## src/rtl/core/dbsc_pkg.sv

```systemverilog
// dbsc_pkg: shared widths, register indexes, reset values and types for the
// disk block to seek command translator. No dependencies.
package dbsc_pkg;

  localparam int NUM_DRIVES_DEF = 4;
  localparam int BLOCK_BITS_DEF = 16;

  localparam int DRIVE_W    = 2;
  localparam int TRACK_W    = 11;
  localparam int HEADS_W    = 4;
  localparam int SECT_W     = 8;
  localparam int ROT_W      = 10;
  localparam int CYL_W      = 10;
  localparam int HEAD_W     = 3;
  localparam int PERCYL_W   = 12;
  localparam int TOTAL_W    = 23;
  localparam int DIVISOR_W  = 12;
  localparam int SHORT_W    = 12;
  localparam int CFG_IDX_W  = 3;
  localparam int CFG_DATA_W = 11;
  localparam int SEL_W      = 8;
  localparam int QUEUE_DEPTH = 2;

  localparam logic [CFG_IDX_W-1:0] REG_TRACK_COUNT       = 3'd0;
  localparam logic [CFG_IDX_W-1:0] REG_HEAD_COUNT        = 3'd1;
  localparam logic [CFG_IDX_W-1:0] REG_SECTORS_PER_TRACK = 3'd2;
  localparam logic [CFG_IDX_W-1:0] REG_CYLINDER_ROTATION = 3'd3;
  localparam logic [CFG_IDX_W-1:0] REG_PRECOMP_TRACK     = 3'd4;
  localparam logic [CFG_IDX_W-1:0] REG_LOW_CURRENT_TRACK = 3'd5;

  localparam logic [TRACK_W-1:0] TRACK_COUNT_RST       = 11'd306;
  localparam logic [HEADS_W-1:0] HEAD_COUNT_RST        = 4'd4;
  localparam logic [SECT_W-1:0]  SECTORS_PER_TRACK_RST = 8'd17;
  localparam logic [ROT_W-1:0]   CYLINDER_ROTATION_RST = 10'd153;
  localparam logic [TRACK_W-1:0] PRECOMP_TRACK_RST     = 11'd128;
  localparam logic [TRACK_W-1:0] LOW_CURRENT_TRACK_RST = 11'd128;

  typedef struct packed {
    logic [TRACK_W-1:0] track_count;
    logic [HEADS_W-1:0] head_count;
    logic [SECT_W-1:0]  sectors_per_track;
    logic [ROT_W-1:0]   cylinder_rotation;
    logic [TRACK_W-1:0] precomp_track;
    logic [TRACK_W-1:0] low_current_track;
  } cfg_t;

  typedef struct packed {
    logic start;
    logic short_run;
  } div_ctl_t;

endpackage

```

## src/rtl/core/dbsc_fifo.sv

```systemverilog
// dbsc_fifo: short queue between the classifying front and the executing back.
// Depends on dbsc_pkg for the default depth.
module dbsc_fifo import dbsc_pkg::*; #(
  parameter int WIDTH = 8,
  parameter int DEPTH = QUEUE_DEPTH
) (
  input  logic             clk_i,
  input  logic             rst_ni,
  input  logic             push_i,
  input  logic [WIDTH-1:0] push_data_i,
  input  logic             pop_i,
  output logic [WIDTH-1:0] pop_data_o,
  output logic             full_o,
  output logic             empty_o
);

  localparam int PtrW = (DEPTH > 1) ? $clog2(DEPTH) : 1;
  localparam int CntW = $clog2(DEPTH + 1);

  logic [WIDTH-1:0] mem_q [DEPTH];
  logic [PtrW-1:0]  wr_ptr_q, rd_ptr_q;
  logic [CntW-1:0]  cnt_q;

  assign full_o     = (cnt_q == CntW'(DEPTH));
  assign empty_o    = (cnt_q == '0);
  assign pop_data_o = mem_q[rd_ptr_q];

  always_ff @(posedge clk_i or negedge rst_ni) begin
    if (!rst_ni) begin
      wr_ptr_q <= '0;
      rd_ptr_q <= '0;
      cnt_q    <= '0;
    end else begin
      if (push_i) begin
        wr_ptr_q <= (wr_ptr_q == PtrW'(DEPTH - 1)) ? '0 : wr_ptr_q + 1'b1;
      end
      if (pop_i) begin
        rd_ptr_q <= (rd_ptr_q == PtrW'(DEPTH - 1)) ? '0 : rd_ptr_q + 1'b1;
      end
      if (push_i && !pop_i) begin
        cnt_q <= cnt_q + 1'b1;
      end else if (pop_i && !push_i) begin
        cnt_q <= cnt_q - 1'b1;
      end
    end
  end

  always_ff @(posedge clk_i) begin
    if (push_i) begin
      mem_q[wr_ptr_q] <= push_data_i;
    end
  end

endmodule

```

## src/rtl/core/dbsc_front.sv

```systemverilog
// dbsc_front: takes a request, forms the geometry products and classifies it
// as in range or rejected before queueing it. Depends on dbsc_pkg.
module dbsc_front import dbsc_pkg::*; #(
  parameter int NUM_DRIVES = NUM_DRIVES_DEF,
  parameter int BLOCK_BITS = BLOCK_BITS_DEF
) (
  input  logic                    clk_i,
  input  logic                    rst_ni,
  input  cfg_t                    cfg_i,
  input  logic                    in_valid_i,
  output logic                    in_ready_o,
  input  logic [DRIVE_W-1:0]      drive_i,
  input  logic [BLOCK_BITS-1:0]   block_i,
  input  logic                    full_i,
  output logic                    push_o,
  output logic [BLOCK_BITS+2:0]   push_data_o
);

  localparam int CmpW = (BLOCK_BITS > TOTAL_W) ? BLOCK_BITS : TOTAL_W;

  typedef enum logic [1:0] {
    F_IDLE,
    F_MUL1,
    F_MUL2,
    F_PUSH
  } state_e;

  state_e                 state_q;
  logic [DRIVE_W-1:0]     drive_q;
  logic [BLOCK_BITS-1:0]  block_q;
  logic [PERCYL_W-1:0]    per_cyl_q, per_cyl_d;
  logic [TOTAL_W-1:0]     total_q, total_d;
  logic                   reject;

  assign per_cyl_d = PERCYL_W'(cfg_i.head_count) * PERCYL_W'(cfg_i.sectors_per_track);
  assign total_d   = TOTAL_W'(per_cyl_q) * TOTAL_W'(cfg_i.track_count);

  assign reject = ({1'b0, drive_q} >= (DRIVE_W + 1)'(NUM_DRIVES)) ||
                  (total_q == '0) ||
                  (CmpW'(block_q) >= CmpW'(total_q));

  assign in_ready_o  = (state_q == F_IDLE);
  assign push_o      = (state_q == F_PUSH) && !full_i;
  assign push_data_o = {reject, drive_q, block_q};

  always_ff @(posedge clk_i or negedge rst_ni) begin
    if (!rst_ni) begin
      state_q <= F_IDLE;
    end else begin
      case (state_q)
        F_IDLE: begin
          if (in_valid_i) begin
            state_q <= F_MUL1;
          end
        end
        F_MUL1: state_q <= F_MUL2;
        F_MUL2: state_q <= F_PUSH;
        F_PUSH: begin
          if (!full_i) begin
            state_q <= F_IDLE;
          end
        end
        default: state_q <= F_IDLE;
      endcase
    end
  end

  // request and geometry products
  always_ff @(posedge clk_i) begin
    if (in_valid_i && in_ready_o) begin
      drive_q <= drive_i;
      block_q <= block_i;
    end
    if (state_q == F_MUL1) begin
      per_cyl_q <= per_cyl_d;
    end
    if (state_q == F_MUL2) begin
      total_q <= total_d;
    end
  end

endmodule

```

## src/rtl/core/dbsc_div.sv

```systemverilog
// dbsc_div: restoring divider, one quotient bit a cycle, full width or a
// short twelve-step run. Depends on dbsc_pkg for widths and the control type.
module dbsc_div import dbsc_pkg::*; #(
  parameter int DW = BLOCK_BITS_DEF
) (
  input  logic                 clk_i,
  input  logic                 rst_ni,
  input  div_ctl_t             ctl_i,
  input  logic [DW-1:0]        dividend_i,
  input  logic [DIVISOR_W-1:0] divisor_i,
  output logic                 done_o,
  output logic [DW-1:0]        quotient_o,
  output logic [DIVISOR_W-1:0] remainder_o
);

  localparam int CntW = $clog2(DW + 1);

  logic                 busy_q, done_q;
  logic [CntW-1:0]      cnt_q;
  logic [DW-1:0]        quo_q;
  logic [DIVISOR_W-1:0] rem_q, dsr_q;
  logic [DIVISOR_W:0]   sh, diff;
  logic                 ge;

  assign sh   = {rem_q, quo_q[DW-1]};
  assign diff = sh - {1'b0, dsr_q};
  assign ge   = (sh >= {1'b0, dsr_q});

  assign done_o      = done_q;
  assign quotient_o  = quo_q;
  assign remainder_o = rem_q;

  always_ff @(posedge clk_i or negedge rst_ni) begin
    if (!rst_ni) begin
      busy_q <= 1'b0;
      done_q <= 1'b0;
      cnt_q  <= '0;
    end else begin
      done_q <= busy_q && (cnt_q == CntW'(1));
      if (ctl_i.start) begin
        busy_q <= 1'b1;
        cnt_q  <= ctl_i.short_run ? CntW'(SHORT_W) : CntW'(DW);
      end else if (busy_q) begin
        cnt_q <= cnt_q - 1'b1;
        if (cnt_q == CntW'(1)) begin
          busy_q <= 1'b0;
        end
      end
    end
  end

  always_ff @(posedge clk_i) begin
    if (ctl_i.start) begin
      rem_q <= '0;
      dsr_q <= divisor_i;
      quo_q <= ctl_i.short_run ? (DW'(dividend_i[SHORT_W-1:0]) << (DW - SHORT_W))
                               : dividend_i;
    end else if (busy_q) begin
      rem_q <= ge ? diff[DIVISOR_W-1:0] : sh[DIVISOR_W-1:0];
      quo_q <= {quo_q[DW-2:0], ge};
    end
  end

endmodule

```

## src/rtl/core/dbsc_back.sv

```systemverilog
// dbsc_back: carries out queued requests: three divisions on the shared
// divider, seek against the stored track, result register. Depends on dbsc_pkg.
module dbsc_back import dbsc_pkg::*; #(
  parameter int NUM_DRIVES = NUM_DRIVES_DEF,
  parameter int BLOCK_BITS = BLOCK_BITS_DEF
) (
  input  logic                  clk_i,
  input  logic                  rst_ni,
  input  cfg_t                  cfg_i,
  input  logic                  empty_i,
  input  logic [BLOCK_BITS+2:0] entry_i,
  output logic                  pop_o,
  output logic                  out_valid_o,
  input  logic                  out_ready_i,
  output logic                  out_of_range_o,
  output logic [CYL_W-1:0]      cylinder_o,
  output logic [HEAD_W-1:0]     head_o,
  output logic [SECT_W-1:0]     sector_o,
  output logic [CYL_W-1:0]      steps_o,
  output logic                  step_out_o,
  output logic [SEL_W-1:0]      head_select_byte_o
);

  localparam int DW      = (BLOCK_BITS > SHORT_W) ? BLOCK_BITS : SHORT_W;
  localparam int DrvIdxW = (NUM_DRIVES > 1) ? $clog2(NUM_DRIVES) : 1;

  typedef enum logic [2:0] {
    B_IDLE,
    B_DIV1,
    B_DIV2,
    B_DIV3,
    B_FIN
  } state_e;

  state_e                 state_q;
  logic [CYL_W-1:0]       track_q [NUM_DRIVES];
  logic [PERCYL_W-1:0]    per_cyl_q;
  logic [DRIVE_W-1:0]     drive_q;
  logic                   reject_q;
  logic [DIVISOR_W-1:0]   r_q;
  logic [CYL_W-1:0]       cyl_q;
  logic [HEAD_W-1:0]      head_q;
  logic [SECT_W-1:0]      sector_q;

  logic                   out_valid_q, oor_q, step_out_q;
  logic [CYL_W-1:0]       cylinder_q, steps_q;
  logic [HEAD_W-1:0]      head_out_q;
  logic [SECT_W-1:0]      sector_out_q;
  logic [SEL_W-1:0]       sel_q;

  logic                   e_reject;
  logic [DRIVE_W-1:0]     e_drive;
  logic [BLOCK_BITS-1:0]  e_block;

  div_ctl_t               div_ctl;
  logic [DW-1:0]          div_dividend, div_quo;
  logic [DIVISOR_W-1:0]   div_divisor, div_rem;
  logic                   div_done;
  logic [SHORT_W-1:0]     rot_sum;

  logic [CYL_W-1:0]       cur, steps;
  logic                   up, precomp, high_cur, out_free;
  logic [SEL_W-1:0]       sel;

  assign e_reject = entry_i[BLOCK_BITS+2];
  assign e_drive  = entry_i[BLOCK_BITS+1:BLOCK_BITS];
  assign e_block  = entry_i[BLOCK_BITS-1:0];

  assign pop_o    = (state_q == B_IDLE) && !empty_i;
  assign out_free = !out_valid_q || out_ready_i;

  assign rot_sum = SHORT_W'(div_quo[TRACK_W-1:0]) + SHORT_W'(cfg_i.cylinder_rotation);

  always_comb begin
    div_ctl      = '0;
    div_dividend = '0;
    div_divisor  = '0;
    case (state_q)
      B_IDLE: begin
        if (!empty_i && !e_reject) begin
          div_ctl.start = 1'b1;
          div_dividend  = DW'(e_block);
          div_divisor   = per_cyl_q;
        end
      end
      B_DIV1: begin
        if (div_done) begin
          div_ctl.start     = 1'b1;
          div_ctl.short_run = 1'b1;
          div_dividend      = DW'(rot_sum);
          div_divisor       = DIVISOR_W'(cfg_i.track_count);
        end
      end
      B_DIV2: begin
        if (div_done) begin
          div_ctl.start     = 1'b1;
          div_ctl.short_run = 1'b1;
          div_dividend      = DW'(r_q);
          div_divisor       = DIVISOR_W'(cfg_i.sectors_per_track);
        end
      end
      default: ;
    endcase
  end

  dbsc_div #(
    .DW(DW)
  ) u_div (
    .clk_i       (clk_i),
    .rst_ni      (rst_ni),
    .ctl_i       (div_ctl),
    .dividend_i  (div_dividend),
    .divisor_i   (div_divisor),
    .done_o      (div_done),
    .quotient_o  (div_quo),
    .remainder_o (div_rem)
  );

  // seek and head select
  assign cur      = track_q[drive_q[DrvIdxW-1:0]];
  assign up       = (cyl_q > cur);
  assign steps    = up ? (cyl_q - cur) : (cur - cyl_q);
  assign precomp  = ({1'b0, cyl_q} >= cfg_i.precomp_track);
  assign high_cur = ({1'b0, cyl_q} < cfg_i.low_current_track);
  assign sel      = {precomp, high_cur, 1'b0, ~head_q, drive_q};

  always_ff @(posedge clk_i) begin
    per_cyl_q <= PERCYL_W'(cfg_i.head_count) * PERCYL_W'(cfg_i.sectors_per_track);
  end

  always_ff @(posedge clk_i or negedge rst_ni) begin
    if (!rst_ni) begin
      state_q      <= B_IDLE;
      for (int i = 0; i < NUM_DRIVES; i++) begin
        track_q[i] <= '0;
      end
      drive_q      <= '0;
      reject_q     <= 1'b0;
      r_q          <= '0;
      cyl_q        <= '0;
      head_q       <= '0;
      sector_q     <= '0;
      out_valid_q  <= 1'b0;
      oor_q        <= 1'b0;
      cylinder_q   <= '0;
      head_out_q   <= '0;
      sector_out_q <= '0;
      steps_q      <= '0;
      step_out_q   <= 1'b0;
      sel_q        <= '0;
    end else begin
      if (out_valid_q && out_ready_i) begin
        out_valid_q <= 1'b0;
      end
      case (state_q)
        B_IDLE: begin
          if (!empty_i) begin
            drive_q  <= e_drive;
            reject_q <= e_reject;
            state_q  <= e_reject ? B_FIN : B_DIV1;
          end
        end
        B_DIV1: begin
          if (div_done) begin
            r_q     <= div_rem;
            state_q <= B_DIV2;
          end
        end
        B_DIV2: begin
          if (div_done) begin
            cyl_q   <= div_rem[CYL_W-1:0];
            state_q <= B_DIV3;
          end
        end
        B_DIV3: begin
          if (div_done) begin
            head_q   <= div_quo[HEAD_W-1:0];
            sector_q <= div_rem[SECT_W-1:0];
            state_q  <= B_FIN;
          end
        end
        B_FIN: begin
          if (out_free) begin
            out_valid_q <= 1'b1;
            oor_q       <= reject_q;
            if (reject_q) begin
              cylinder_q   <= '0;
              head_out_q   <= '0;
              sector_out_q <= '0;
              steps_q      <= '0;
              step_out_q   <= 1'b0;
              sel_q        <= '0;
            end else begin
              cylinder_q   <= cyl_q;
              head_out_q   <= head_q;
              sector_out_q <= sector_q;
              steps_q      <= steps;
              step_out_q   <= !up;
              sel_q        <= sel;
              track_q[drive_q[DrvIdxW-1:0]] <= cyl_q;
            end
            state_q <= B_IDLE;
          end
        end
        default: state_q <= B_IDLE;
      endcase
    end
  end

  assign out_valid_o        = out_valid_q;
  assign out_of_range_o     = oor_q;
  assign cylinder_o         = cylinder_q;
  assign head_o             = head_out_q;
  assign sector_o           = sector_out_q;
  assign steps_o            = steps_q;
  assign step_out_o         = step_out_q;
  assign head_select_byte_o = sel_q;

endmodule

```

## src/rtl/core/disk_block_to_seek_command.sv

```systemverilog
// disk_block_to_seek_command: logical block to cylinder, head, sector and seek.
// Rejected requests skip the divisions. The front end can take a new request
// while the back end works on earlier ones; throughput is set by the three
// bit-serial divisions on the shared divider in the back end.
// Reset: async active low; geometry registers take their defaults, all stored
// tracks return to zero, queue and result register empty.
module disk_block_to_seek_command import dbsc_pkg::*; #(
  parameter int NUM_DRIVES = NUM_DRIVES_DEF,
  parameter int BLOCK_BITS = BLOCK_BITS_DEF
) (
  input  logic                  clk_i,
  input  logic                  rst_ni,
  input  logic                  cfg_valid_i,
  output logic                  cfg_ready_o,
  input  logic [CFG_IDX_W-1:0]  cfg_index_i,
  input  logic [CFG_DATA_W-1:0] cfg_data_i,
  input  logic                  in_valid_i,
  output logic                  in_ready_o,
  input  logic [DRIVE_W-1:0]    drive_i,
  input  logic [BLOCK_BITS-1:0] block_i,
  output logic                  out_valid_o,
  input  logic                  out_ready_i,
  output logic                  out_of_range_o,
  output logic [CYL_W-1:0]      cylinder_o,
  output logic [HEAD_W-1:0]     head_o,
  output logic [SECT_W-1:0]     sector_o,
  output logic [CYL_W-1:0]      steps_o,
  output logic                  step_out_o,
  output logic [SEL_W-1:0]      head_select_byte_o
);

  localparam int EntryW = BLOCK_BITS + 3;

  cfg_t              cfg_q;
  logic              push, pop, full, empty;
  logic [EntryW-1:0] push_data, pop_data;

  assign cfg_ready_o = 1'b1;

  always_ff @(posedge clk_i or negedge rst_ni) begin
    if (!rst_ni) begin
      cfg_q.track_count       <= TRACK_COUNT_RST;
      cfg_q.head_count        <= HEAD_COUNT_RST;
      cfg_q.sectors_per_track <= SECTORS_PER_TRACK_RST;
      cfg_q.cylinder_rotation <= CYLINDER_ROTATION_RST;
      cfg_q.precomp_track     <= PRECOMP_TRACK_RST;
      cfg_q.low_current_track <= LOW_CURRENT_TRACK_RST;
    end else if (cfg_valid_i) begin
      case (cfg_index_i)
        REG_TRACK_COUNT:       cfg_q.track_count       <= cfg_data_i;
        REG_HEAD_COUNT:        cfg_q.head_count        <= cfg_data_i[HEADS_W-1:0];
        REG_SECTORS_PER_TRACK: cfg_q.sectors_per_track <= cfg_data_i[SECT_W-1:0];
        REG_CYLINDER_ROTATION: cfg_q.cylinder_rotation <= cfg_data_i[ROT_W-1:0];
        REG_PRECOMP_TRACK:     cfg_q.precomp_track     <= cfg_data_i;
        REG_LOW_CURRENT_TRACK: cfg_q.low_current_track <= cfg_data_i;
        default: ;
      endcase
    end
  end

  dbsc_front #(
    .NUM_DRIVES(NUM_DRIVES),
    .BLOCK_BITS(BLOCK_BITS)
  ) u_front (
    .clk_i       (clk_i),
    .rst_ni      (rst_ni),
    .cfg_i       (cfg_q),
    .in_valid_i  (in_valid_i),
    .in_ready_o  (in_ready_o),
    .drive_i     (drive_i),
    .block_i     (block_i),
    .full_i      (full),
    .push_o      (push),
    .push_data_o (push_data)
  );

  dbsc_fifo #(
    .WIDTH(EntryW),
    .DEPTH(QUEUE_DEPTH)
  ) u_fifo (
    .clk_i       (clk_i),
    .rst_ni      (rst_ni),
    .push_i      (push),
    .push_data_i (push_data),
    .pop_i       (pop),
    .pop_data_o  (pop_data),
    .full_o      (full),
    .empty_o     (empty)
  );

  dbsc_back #(
    .NUM_DRIVES(NUM_DRIVES),
    .BLOCK_BITS(BLOCK_BITS)
  ) u_back (
    .clk_i              (clk_i),
    .rst_ni             (rst_ni),
    .cfg_i              (cfg_q),
    .empty_i            (empty),
    .entry_i            (pop_data),
    .pop_o              (pop),
    .out_valid_o        (out_valid_o),
    .out_ready_i        (out_ready_i),
    .out_of_range_o     (out_of_range_o),
    .cylinder_o         (cylinder_o),
    .head_o             (head_o),
    .sector_o           (sector_o),
    .steps_o            (steps_o),
    .step_out_o         (step_out_o),
    .head_select_byte_o (head_select_byte_o)
  );

endmodule

```

## config.mk

```make
export PLATFORM = sky130hd
export DESIGN_NAME = disk_block_to_seek_command
export DESIGN_NICKNAME = d
export VERILOG_FILES = /design/src/rtl/core/dbsc_pkg.sv /design/src/rtl/core/dbsc_fifo.sv /design/src/rtl/core/dbsc_front.sv /design/src/rtl/core/dbsc_div.sv /design/src/rtl/core/dbsc_back.sv /design/src/rtl/core/disk_block_to_seek_command.sv
export SDC_FILE = /design/constraint.sdc
export NUM_CORES = 1
export LEC_CHECK = 0
export BUFFER_PORTS_ARGS = -buffer_cell sky130_fd_sc_hd__buf_2
export CORE_MARGIN = 5
export CORE_UTILIZATION = 59
export CTS_BUF_LIST = sky130_fd_sc_hd__clkbuf_4
export DETAILED_ROUTE_END_ITERATION = 7
export GPL_ROUTABILITY_DRIVEN = 0
export HOLD_SLACK_MARGIN = 0.08
export PLACE_DENSITY = 0.77
export SLEW_MARGIN = 15
export SYNTH_ARGS = -nofsm -noshare
export SYNTH_HDL_FRONTEND = slang
export SYNTH_SLANG_ARGS = --single-unit
```

## constraint.sdc

```tcl
create_clock -name clk_i -period 5.3 [get_ports clk_i]
set_clock_uncertainty 0.1 [all_clocks]
set_input_delay 0.53 -clock clk_i [delete_from_list [all_inputs] [get_ports clk_i]]
set_output_delay 0.53 -clock clk_i [all_outputs]
set_load 0.02 [all_outputs]
```

After elaboration in Yosys (flattened, before gate mapping)
Memories as Yosys holds them, arrays and structs flattened.
Index checks and enable logic that the tools add are counted.

storage, ports and cells
  bits in writable memories = 38
  register bits after elaboration = 294
  output and inout bits = 44
  word-level logic and storage cells = 178
  memories = 1
  bits of input ports = 37

memories
  name          depth  width  rd ports  clocked after memory_dff  write ports  RTL line         RTL
  u_fifo.mem_q  2      19     1         0                         1            dbsc_fifo.sv:20  logic [WIDTH-1:0] mem_q [DEPTH];

operators by class
  mux-type cells = 54
  add/sub/neg operators = 9
  order comparisons = 7
  reduce and logical (&&, ||, !) cells = 40
  bitwise operators = 4
  multipliers = 2
  eq/ne operators = 21

operators by type and width
  cell                                                                    count
  16-bit 2-to-1 mux                                                       4
  10-bit 2-to-1 mux                                                       6
  12-bit 2-to-1 mux                                                       4
  16-bit case mux with 3 select lines                                     1
  40-bit bitwise mux                                                      1
  12-bit case mux with 3 select lines                                     1
  8-bit 2-to-1 mux                                                        3
  2-bit AND reduction                                                     12
  16-bit by 23-bit greater-or-equal comparator with 1-bit output          1
  23-bit logical NOT                                                      1
  12-bit by 11-bit multiplier with 23-bit output                          1
  3-bit 2-to-1 mux                                                        7
  10-bit binary-select mux with 2-bit select                              1
  10-bit demux with 2-bit select                                          1
  10-bit subtractor                                                       2
  5-bit 2-to-1 mux                                                        3
  3-bit case mux with 5 select lines                                      1
  13-bit by 12-bit greater-or-equal comparator with 1-bit output          1
  1-bit 2-to-1 mux                                                        13
  11-bit by 10-bit adder with 12-bit output                               1
  3-bit by 2-bit equality test with 1-bit output (second input constant)  4
  4-bit by 8-bit multiplier with 12-bit output                            1
  2-bit inequality test (second input constant)                           6
  12-bit subtractor                                                       1
  31 further kinds                                                        60

Depth between registers and ports, before layout
Gate-level depths: netlist of run 1.

  depth after elaboration = 7
  mapped depth = 20
  gate-level depth less buffers = 19

Modules after synthesis
From an unflattened synthesis of run 1, not the netlist that was laid out.

unflattened totals
  cell total of the unflattened synthesis = 2010
  area total of the unflattened synthesis = 21873.5 um2

modules (own cells, without submodules)
  module                      times used  sequential area each (um2)  cells an instance  area an instance (um2)
  dbsc_back                   1           3243.1                      796                8018.9
  dbsc_front                  1           1641.6                      757                7487.2
  dbsc_div                    1           1256.2                      259                2608.8
  disk_block_to_seek_command  1           1392.6                      123                2120.8
  dbsc_fifo                   1           1241.2                      75                 1637.8

Worst setup path after synthesis of run 1
No wires, ideal clock.

  path kind = register to register
  start = register cfg_q[48] (netlist name)
  end = register u_front.total_q[22], data pin
  library setup time = 135 ps
  required time = 5065 ps
  slack = -293 ps
  path buffers = 1
  clock period less this slack = 5593 ps
  stages on the path, launching flop included = 19
  arrival = 5358 ps
  path through = dfstp_2 > clkbuf_1 > nand2_1 > fa_1 > fa_1 > inv_1 > fa_1 > fa_1 > inv_1 > fa_1 > inv_1 > ha_1 > a21oi_1 > o21ai_1 > o41a_1 > o211ai_1 > a31oi_1 > or4_1 > nand3_1

between the ends
  cells in the longest elaborated chain, start to end = 1

RTL lines
  item                                            RTL line                          RTL
  start, declared                                 disk_block_to_seek_command.sv:34  cfg_t cfg_q;
  12-bit by 11-bit multiplier with 23-bit output  dbsc_front.sv:36                  assign total_d = TOTAL_W'(per_cyl_q) * TOTAL_W'(cfg_i.track_count);
  net u_front.total_d[22]                         dbsc_front.sv:32                  logic [TOTAL_W-1:0] total_q, total_d;
  end signal, assigned                            dbsc_front.sv:78                  total_q <= total_d;
  end, declared                                   dbsc_front.sv:32

The timed path passes the listed nets, and every way through them passes these cells.
A chain may end at the register's enable or synchronous reset.

Worst setup path after layout of run 1
  start = register u_front.per_cyl_q[4]
  end = register u_front.total_q[22], data pin

between the ends
  cells in the longest elaborated chain, start to end = 1

RTL lines
  item                                            RTL line          RTL
  start, declared                                 dbsc_front.sv:31  logic [PERCYL_W-1:0] per_cyl_q, per_cyl_d;
  start signal, assigned                          dbsc_front.sv:75  per_cyl_q <= per_cyl_d;
  12-bit by 11-bit multiplier with 23-bit output  dbsc_front.sv:36
  net u_front.total_d[22]                         dbsc_front.sv:32

The timed path passes the listed nets, and every way through them passes these cells.

==> out/qor.txt, run 1 <==
Outcome - finished with violations
Failing checks - setup timing
Clock root buffer - clkbuf_4
Gr usage total - 24.8%
Worst r2r dst - u_front.total_q[22]
Vias in the first global route - 15608
Final Util - 68.3%
Initial DRT Pass Iterations - 8
FF-to-FF path depth - 17
Die area - 38800 sq um
Placed Cells - 2411
Syn_nets - 2192
Number of CTS-inserted buffers - 85
Area delta synth->final - 14.5%
Shortest period the worst path allows - 5.36 ns
CP Depth - 17
Final worst slack - -0.0566 ns
Yosys warns - 0
Final setup TNS - -0.117 ns
Post-DR wirelength/cell - 17.9 microns
Largest net degree at the start of global routing - 101
Synth Cell Area - 20600 sq um
Max-slew violations - 0
Antenna viol nets, final - 0
Setup violations, final - 4
Largest stage delay, worst path - 0.57 ns
Vias per inst - 5.67
Clock Latency Late Sink - 0.73 ns
Primary FF master, synth - dfrtp_1
Synth async-reset ratio - 56.8%
H-tree lvl count - 3
Starting Density - 59.6%
FF-to-FF Start - u_front.per_cyl_q[4]
Chip width - 197 microns
Routed WL - 46800 microns
Nets - 2393
Initial antenna violation count - 1
Critical Path Sink - u_front.total_q[22]
CP dominant cell by count - fa_1
Post-DP Area - 21800 sq um
Via count - 14836
Sequential area share after synthesis - 42.6%
Fin. Hold Viols - 0
Worst-margin pin slew - 1.07 ns
CP Max Fanout - 6
# IOs - 81
Required @ worst endpoint - 5.77 ns
Startpoint types - flop
Cell area after layout - 23600 sq um
Initial drt markers - 762
Layout cells sized above 1 - 23.2%
Die height - 197 microns
Clock Tree Buf Depth - 3
Slew HR - 28.5%
Worst Hold Class - in2reg
Critical path arrival - 5.83 ns
Crit path kind - reg2reg
Syn Inst Count - 1890
Critical-path top delay cell - fa_1
CP Buf/Inv Count - 3
Critical path cell sequence - buf_6 -> and2_4 -> fa_1 -> fa_1 -> fa_1 -> fa_1 -> inv_1 -> fa_1 -> inv_2 -> ha_4 -> a21oi_4 -> o21ai_2 -> o41a_1 -> o211ai_1 -> a31oi_1 -> or4_1 -> nand3_1
Clk sinks - 331
CP Capture Type - flop
Synth Register Bits - 331
Crit path from - u_front.per_cyl_q[4]
Delay-heaviest family, CP - adder cells
Final Cycle Share - 101%
Clock transition at path regs - 0.07 ns
Post-synth EDFFs - 119
Fmax - 0.187 GHz
Setup repair after global routing missed its margin - true
Post-synth cell types - 80
DRC errors left - 0
GRT overflow - 0
Mean Syn Cell Area - 10.9 sq um
Max Cap Viol - 0
DP HPWL - 34400 microns
CTS tree - built
Core area - 34500 sq um
Global-route wire length before repair - 78000 microns
Non-filler instance count after layout - 2618
# port buffers - 78
Row count - 68
R2R Setup Slk - -0.06 ns
[Yosys cell counts (6+ instances only)]
library cell  instances  area share (%)
dfxtp_1              24             2.3
xnor2_1              33             1.4
nor3_1               16            0.39
o21a_1               15            0.55
dfrtp_1             175              21
nand3_1              17            0.41
ha_1                160             9.7
buf_1                 6            0.11
mux2_2              105             5.7
o211ai_1             11            0.40
buf_2                 6            0.15
nand2b_1              8            0.24
o21ai_0             103             2.5
nand2_1             209             3.8
o31ai_1              20            0.73
a31oi_1               6            0.18
nor4_1               10            0.30
and2_1               84             2.6
a221oi_1              6            0.26
fa_1                105              10
mux2i_1              35             1.7
inv_1               226             4.1
o21bai_1              8            0.29
nor2b_1              13            0.39
a21o_1               20            0.73
a211oi_1             14            0.51
dfstp_2              13             1.7
nor2_1               64             1.2
edfxtp_1            119              17
mux4_2               10             1.1
a222oi_1              9            0.44
clkbuf_1             62             1.1
nand4_1              14            0.43
xor2_1               20            0.85
a21oi_1              58             1.4
[metrics by stage]
stage / setup WS [ns] / hold slack [ns]
2_1_floorplan: 0.00735 / 0.134
3_3_place_gp: -0.0571 / 0.341
3_5_place_dp: -0.154 / 0.351
4_1_cts: -0.0577 / 0.149
5_1_grt: -0.238 / 0.225
6_report: -0.0566 / 0.206
[layer usage]
metal	GRT usage [%]	wire length (microns)	vias to the layer above
met2	42.1	23200	459
li1	-	-	6957
met1	32.4	19500	7321
met3	4.12	2710	99
met4	9.09	1320	0
met5	0	0	-
[what timing repair did]
item | 4_1_cts | 5_1_grt
endpoints found under the setup margin | 6 | 8
pin swaps | 42 | 16
buffers inserted | 16 | 3
hold buffers | 31 | 0
gates resized for setup | 38 | 20
hold endpoints to repair | 163 | 0
[worst min-delay path by stage]
stage,endpoint,slack [ns],depth (start not counted),start
after floorplan,cfg_q[0],0.13,0,rst_ni
after global placement,u_fifo.mem_q[0][17],0.34,0,u_front.drive_q[1]
after detailed placement,u_fifo.mem_q[0][16],0.35,0,u_front.drive_q[0]
after CTS,u_front.state_q[1],0.15,5,in_valid_i
after global routing,u_front.state_q[1],0.23,5,in_valid_i
final,u_front.state_q[1],0.21,5,in_valid_i
[cells by family (layout without fill, tap and decap cells)]
logic type / Yosys count / count (layout) / share of synthesized area, %
simple gates: 475 / 475 / 11.3
other cells: 2 / 3 / 0.0365
buf+inv: 308 / 580 / 5.82
fa+ha+maj: 265 / 265 / 19.9
mux: 150 / 150 / 8.53
compound gates: 306 / 306 / 9.54
xor+xnor: 53 / 53 / 2.25
flops: 331 / 331 / 42.6
[flip-flops by register name, indices dropped and copies added (netlist names), 10 cells and up]
signal / cells
cfg_q: 55
u_front.total_q: 23
u_back.r_q: 12
u_back.u_div.remainder_o: 12
u_fifo.mem_q: 38
u_front.per_cyl_q: 12
u_back.cylinder_o: 10
u_front.block_q: 16
u_back.u_div.quotient_o: 16
u_back.per_cyl_q: 12
u_back.track_q: 40
u_back.u_div.dsr_q: 12
u_back.steps_o: 10
u_back.cyl_q: 10
[worst reg2reg max path: cells and delay by family, from the launching register on]
kind / cells / cell delay, ns
AO/OA/AOI/OAI: 5 / 0.92
adder cells (fa/ha/maj): 6 / 2.71
buffers and inverters: 3 / 0.27
flip-flops: 1 / 0.50
AND/OR/NAND/NOR: 3 / 0.71
[placed cells by master, fill, tap and decap left out, types with 10 or more instances in the layout]
cell type	instances
buf_2	77
fa_1	98
o211ai_1	11
mux4_2	10
o21a_1	15
clkbuf_4	130
nor3_1	13
a21oi_1	57
dlygate4sd3_1	31
nand4_1	14
clkinv_1	16
and2_1	76
nand2_1	202
o31ai_1	19
o21ai_0	102
dfstp_2	13
edfxtp_1	119
dfrtp_1	173
dfxtp_1	24
inv_1	219
ha_1	152
nand3_1	15
mux2i_1	35
xnor2_1	33
a21o_1	20
buf_4	81
nor2_1	64
xor2_1	20
nor2b_1	13
mux2_2	105
a211oi_1	10
[layout make-up]
| class | count | area (sq um) |
|---|---|---|
| Inverter | 227 | 852 |
| Tap cell | 455 | 569 |
| Sequential cell | 331 | 8780 |
| Antenna cell | 1 | 2.50 |
| Clock buffer | 130 | 976 |
| Clock inverter | 28 | 160 |
| Multi-Input combinational cell | 1251 | 10900 |
| Fill cell | 2523 | 11000 |
| Timing Repair Buffer | 195 | 1380 |
Power of run 1 is not shown: default switching activity piles up to over one toggle a cycle in this logic, so the estimate is an artifact.
==> run 2: changes to the inputs <==
Settings changed: CORE_UTILIZATION 59 to 60, PLACE_DENSITY 0.77 to 0.75.
Clock period 5.3 ns to 5.4 ns, I/O delays scaled along.
==> out/qor.txt, run 2 (same netlist as run 1, synthesis figures left out) <==
Outcome - complete, no violations (was finished with violations)
Clk sinks - 331 (unchanged)
Fin. Hold Viols - 0 (unchanged)
Setup repair after global routing missed its margin - true (unchanged)
Die height - 195 microns (was 197 microns)
DRC errors left - 0 (unchanged)
Layout cells sized above 1 - 23.2% (about the same)
GRT overflow - 0 (unchanged)
Global-route wire length before repair - 77800 microns (was 78000 microns)
Max Cap Viol - 0 (unchanged)
Chip width - 195 microns (was 197 microns)
Required @ worst endpoint - 5.93 ns (was 5.77 ns)
Commonest non-fill, non-tap cells in the layout - inv_1, nand2_1, dfrtp_1 (unchanged)
Critical path arrival - 5.81 ns (was 5.83 ns)
Die area - 38100 sq um (was 38800 sq um)
Final Util - 70.2% (was 68.3%)
Biggest register - cfg_q (unchanged)
Fmax - 0.189 GHz (was 0.187 GHz)
# port buffers - 78 (unchanged)
Clock Tree Buf Depth - 3 (unchanged)
Cell area after layout - 23700 sq um (was 23600 sq um)
Initial antenna violation count - 1 (unchanged)
Placed Cells - 2404 (was 2411)
Clock root buffer - clkbuf_4 (unchanged)
Area delta synth->final - 14.9% (was 14.5%)
Non-filler instance count after layout - 2606 (was 2618)
Initial drt markers - 852 (was 762)
Routed WL - 46700 microns (was 46800 microns)
CP Max Fanout - 5 (was 6)
Max FFs per register - 55 (unchanged)
Commonest non-fill, non-tap cell in the layout - inv_1 (unchanged)
Nets - 2389 (was 2393)
Largest net degree at the start of global routing - 98 (was 101)
Vias per inst - 5.65 (was 5.67)
Setup violations, final - 0 (was 4)
Layer with the highest usage - met2 (unchanged)
GRT met2 Usage - 42.6% (was 42.1%)
Gr usage total - 25.1% (was 24.8%)
Shortest period the worst path allows - 5.29 ns (was 5.36 ns)
Row count - 67 (was 68)
Max-slew violations - 0 (unchanged)
M3 GR Usage - 4.20% (was 4.12%)
Core area - 33700 sq um (was 34500 sq um)
Worst Hold Class - in2reg (unchanged)
Clock transition at path regs - 0.07 ns (about the same)
Post-DP Area - 21800 sq um (about the same)
Antenna viol nets, final - 0 (unchanged)
Number of CTS-inserted buffers - 86 (was 85)
Vias in the first global route - 15290 (was 15608)
Initial DRT Pass Iterations - 6 (was 8)
Clock Latency Late Sink - 0.75 ns (was 0.73 ns)
Post-DR wirelength/cell - 17.9 microns (about the same)
Global-route met1 utilization - 33.2% (was 32.4%)
CTS tree - built (unchanged)
Startpoint types - flop (unchanged)
CP Capture Type - flop (unchanged)
# IOs - 81 (unchanged)
Final Cycle Share - 97.9% (was 101%)
Via count - 14734 (was 14836)
Top Registers - cfg_q x55, u_back.track_q x40, u_fifo.mem_q x38 (unchanged)
Slew HR - 30.8% (was 28.5%)
Starting Density - 61.1% (was 59.6%)
Crit path kind - reg2reg (unchanged)
DP HPWL - 34000 microns (was 34400 microns)
Worst-margin pin slew - 1.04 ns (was 1.07 ns)
FILL cells - 2463 (was 2523)
H-tree lvl count - 3 (unchanged)
==> run 2: changes by cell type in the layout (fill, tap and decap cells not counted), sizes merged <==
cell / before / now
buf: 163 / 158
bufinv: 1 / 4
clkbuf: 131 / 134
clkinv: 23 / 19
clkinvlp: 3 / 1
==> run 2: worst paths after layout <==
kind	end	cells past startpoint	slack [ns]	from
worst max register to register	u_front.total_q[22]	18	0.11	cfg_q[48]
min in group asynchronous	u_back.cylinder_o[2]	2	0.35	rst_ni
worst min register to register	u_fifo.mem_q[0][16]	0	0.36	u_front.drive_q[0]
worst max-delay path	u_front.total_q[22]	18	0.11	cfg_q[48]
worst min-delay path	cfg_q[18]	4	0.15	cfg_index_i[1]
max in group asynchronous	cfg_q[47]	3	3.69	rst_ni
==> run 2: layout make-up <==
type / instances / area (sq um) / area share, %
Multi-Input combinational cell: 1251 / 10900 / 46.1
Inverter: 227 / 852 / 3.60
Tap cell: 448 / 561 / 2.37
Timing Repair Buffer: 190 / 1360 / 5.73
Sequential cell: 331 / 8780 / 37.1
Clock inverter: 25 / 209 / 0.883
Clock buffer: 133 / 998 / 4.22
Antenna cell: 1 / 2.50 / 0.0106
==> run 2: metrics by stage <==
stage	setup WS [ns]	hold slack (ns)	TNS (ns)
2_1_floorplan	0.0245	0.144	0
3_3_place_gp	-0.0592	0.332	-0.107
6_report	0.111	0.146	0
3_5_place_dp	-0.123	0.337	-0.372
5_1_grt	-0.0489	0.116	-0.109
4_1_cts	0.00240	0.0856	0
==> run 2: timing repair <==
action	4_1_cts	5_1_grt
setup buffers	9	4
setup endpoints to repair	5	6
hold buffers	31	0
hold endpoints to repair	166	0
pin swaps	43	40
resized for setup	37	37
==> run 2: critical path, stage by stage, from the launching register on <==
cell	delay [ns]
dfstp_2	0.57
buf_12	0.12
nand2_2	0.05
fa_1	0.45
fa_1	0.50
inv_1	0.06
fa_1	0.45
fa_1	0.52
inv_1	0.05
fa_1	0.49
inv_2	0.05
ha_4	0.23
a21oi_4	0.15
o21ai_2	0.07
o41a_1	0.32
o211ai_1	0.28
a31oi_1	0.15
or4_1	0.48
nand3_1	0.08
==> run 2: per-layer routing <==
| layer | routed length (microns) | part of all wire [%] |
|---|---|---|
| met1 | 19800 | 42 |
| met2 | 23300 | 50 |
| met3 | 2490 | 5.3 |
| met4 | 1080 | 2.3 |
| met5 | 0 | 0 |
Power of run 2 is left out for the same reason.
==> run 3: changes to the inputs <==
--- a/config.mk
+++ b/config.mk
@@ -13,4 +13,4 @@
 export GPL_ROUTABILITY_DRIVEN = 0
-export HOLD_SLACK_MARGIN = 0.08
 export PLACE_DENSITY = 0.75
+export SKIP_CTS_REPAIR_TIMING = 1
 export SLEW_MARGIN = 15
==> constraint.sdc (replaced) <==
create_clock -name clk_i -period 5.4 [get_ports clk_i]
set_clock_uncertainty 0.1 [all_clocks]
set_input_delay 1.08 -clock clk_i [delete_from_list [all_inputs] [get_ports clk_i]]
set_output_delay 1.08 -clock clk_i [all_outputs]
set_load 0.02 [all_outputs]
==> out/qor.txt, run 3 (same netlist as run 1, synthesis figures left out) <==
Fin. Hold Viols - 0 (unchanged)
CTS tree - built (unchanged)
Worst Hold Class - reg2reg (was in2reg)
Largest stage delay, worst path - 0.63 ns (was 0.57 ns)
# port buffers - 78 (unchanged)
GRT met2 Usage - 41.3% (was 42.6%)
Hold Path Depth - 0 (was 4)
Required @ worst endpoint - 5.89 ns (was 5.93 ns)
FF-to-FF path depth - 18 (unchanged)
DP HPWL - 34300 microns (was 34000 microns)
Critical path cell sequence - buf_6 -> nand2_2 -> fa_2 -> inv_2 -> fa_2 -> fa_1 -> fa_1 -> inv_2 -> fa_1 -> inv_2 -> ha_4 -> a21oi_4 -> o21ai_2 -> o41a_1 -> o211ai_1 -> a31oi_1 -> or4_1 -> nand3_1 (was buf_12 -> nand2_2 -> fa_1 -> fa_1 -> inv_1 -> fa_1 -> fa_1 -> inv_1 -> fa_1 -> inv_2 -> ha_4 -> a21oi_4 -> o21ai_2 -> o41a_1 -> o211ai_1 -> a31oi_1 -> or4_1 -> nand3_1)
Commonest non-fill, non-tap cell in the layout - inv_1 (unchanged)
Global-route met1 utilization - 32.9% (was 33.2%)
Clk sinks - 331 (unchanged)
Crit path kind - reg2reg (unchanged)
Setup repair after global routing missed its margin - true (unchanged)
Max FFs per register - 55 (unchanged)
Number of CTS-inserted buffers - 87 (was 86)
Gr usage total - 24.6% (was 25.1%)
CP Capture Type - flop (unchanged)
Largest net degree at the start of global routing - 123 (was 98)
Global-route wire length before repair - 76300 microns (was 77800 microns)
Shortest period the worst path allows - 5.43 ns (was 5.29 ns)
Clock Latency Late Sink - 0.75 ns (about the same)
Die height - 195 microns (unchanged)
DRC errors left - 0 (unchanged)
Failing checks - setup timing
Max-slew violations - 0 (unchanged)
Via count - 14628 (was 14734)
Critical path arrival - 5.92 ns (was 5.81 ns)
Setup violations, final - 1 (was 0)
Initial DRT Pass Iterations - 7 (was 6)
Initial drt markers - 939 (was 852)
Starting Density - 61.1% (unchanged)
Worst-margin pin slew - 1.11 ns (was 1.04 ns)
Core area - 33700 sq um (unchanged)
Post-DR wirelength/cell - 18.1 microns (was 17.9 microns)
Chip width - 195 microns (unchanged)
Final worst slack - -0.0264 ns (was 0.111 ns)
Slew HR - 25.5% (was 30.8%)
# IOs - 81 (unchanged)
Initial antenna violation count - 1 (unchanged)
Pre-CTS setup slack - -0.157 ns (was -0.123 ns)
Biggest register - cfg_q (unchanged)
Layout cells sized above 1 - 23.3% (was 23.2%)
Final Util - 69.0% (was 70.2%)
Max Cap Viol - 0 (unchanged)
Clock Tree Buf Depth - 3 (unchanged)
Final Cycle Share - 100% (was 97.9%)
Routed WL - 46400 microns (was 46700 microns)
Outcome - finished with violations (was complete, no violations)
Area delta synth->final - 12.8% (was 14.9%)
Row count - 67 (unchanged)
Layer with the highest usage - met2 (unchanged)
H-tree lvl count - 3 (unchanged)
Clock root buffer - clkbuf_4 (unchanged)
FILL cells - 2523 (was 2463)
Cell area after layout - 23200 sq um (was 23700 sq um)
Die area - 38100 sq um (unchanged)
Commonest non-fill, non-tap cells in the layout - inv_1, nand2_1, dfrtp_1 (unchanged)
Vias in the first global route - 15034 (was 15290)
Nets - 2359 (was 2389)
Fmax - 0.184 GHz (was 0.189 GHz)
Clock transition at path regs - 0.06 ns (was 0.07 ns)
GRT overflow - 0 (unchanged)
Post-DP Area - 21800 sq um (about the same)
M3 GR Usage - 3.77% (was 4.20%)
Antenna viol nets, final - 0 (unchanged)
Top Registers - cfg_q x55, u_back.track_q x40, u_fifo.mem_q x38 (unchanged)
Vias per inst - 5.69 (was 5.65)
Startpoint types - flop (unchanged)
CP Max Fanout - 6 (was 5)
Critical-path top delay cell - dfstp_2 (unchanged)
## run 3: cell types whose count changed in the layout (fill, tap and decap cells not counted), moves of 4 or more
cell / delta
and2_1: +4
clkbuf_4: -8
and2_4: -4
clkinv_2: +6
dlygate4sd3_1: -31
## run 3: cell type report
class                   instances  area, sq um  area share (%)
diodes                          1         2.50          0.0108
clock buffers                 125          938            4.04
clock inverters                28          193           0.829
inverters                     227          852            3.67
multi-input cells            1251        10900            46.8
flip-flops and latches        331         8780            37.8
well taps                     448          561            2.41
repair buffers                159         1030            4.43
## run 3: metal layers
| metal | wire length [microns] | share of wire [%] |
|---|---|---|
| met3 | 2560 | 5.5 |
| met5 | 0 | 0 |
| met1 | 19800 | 43 |
| met4 | 1160 | 2.5 |
| met2 | 22900 | 49 |
## run 3: path summary, 6_finish.rpt
kind,end,from,slack (ns)
max,u_front.total_q[22],cfg_q[48],-0.03
min,u_fifo.mem_q[1][17],u_front.drive_q[1],0.35
max reg2reg,u_front.total_q[22],cfg_q[48],-0.03
min reg2reg,u_fifo.mem_q[1][17],u_front.drive_q[1],0.35
max in group asynchronous,u_back.sector_q[7],rst_ni,3.70
min in group asynchronous,u_back.cylinder_o[2],rst_ni,0.40
## run 3: critical path, delay by kind of cell (launching register included)
kind            cells  cell delay (ns)
compound gates      5             1.03
fa+ha+maj           6             2.62
buf+inv             4             0.26
flops               1             0.63
simple gates        3             0.65
## run 3: through the flow
step	cells	hold slack [ns]	setup TNS [ns]
floorplan	1890	0.321	0
global placement	2403	0.329	-0.0970
detailed placement	2403	0.343	-0.721
CTS	2556	0.337	-0.844
global route	2570	0.360	-0.404
finish	2570	0.351	-0.0264
Power of run 3 is left out for the same reason.
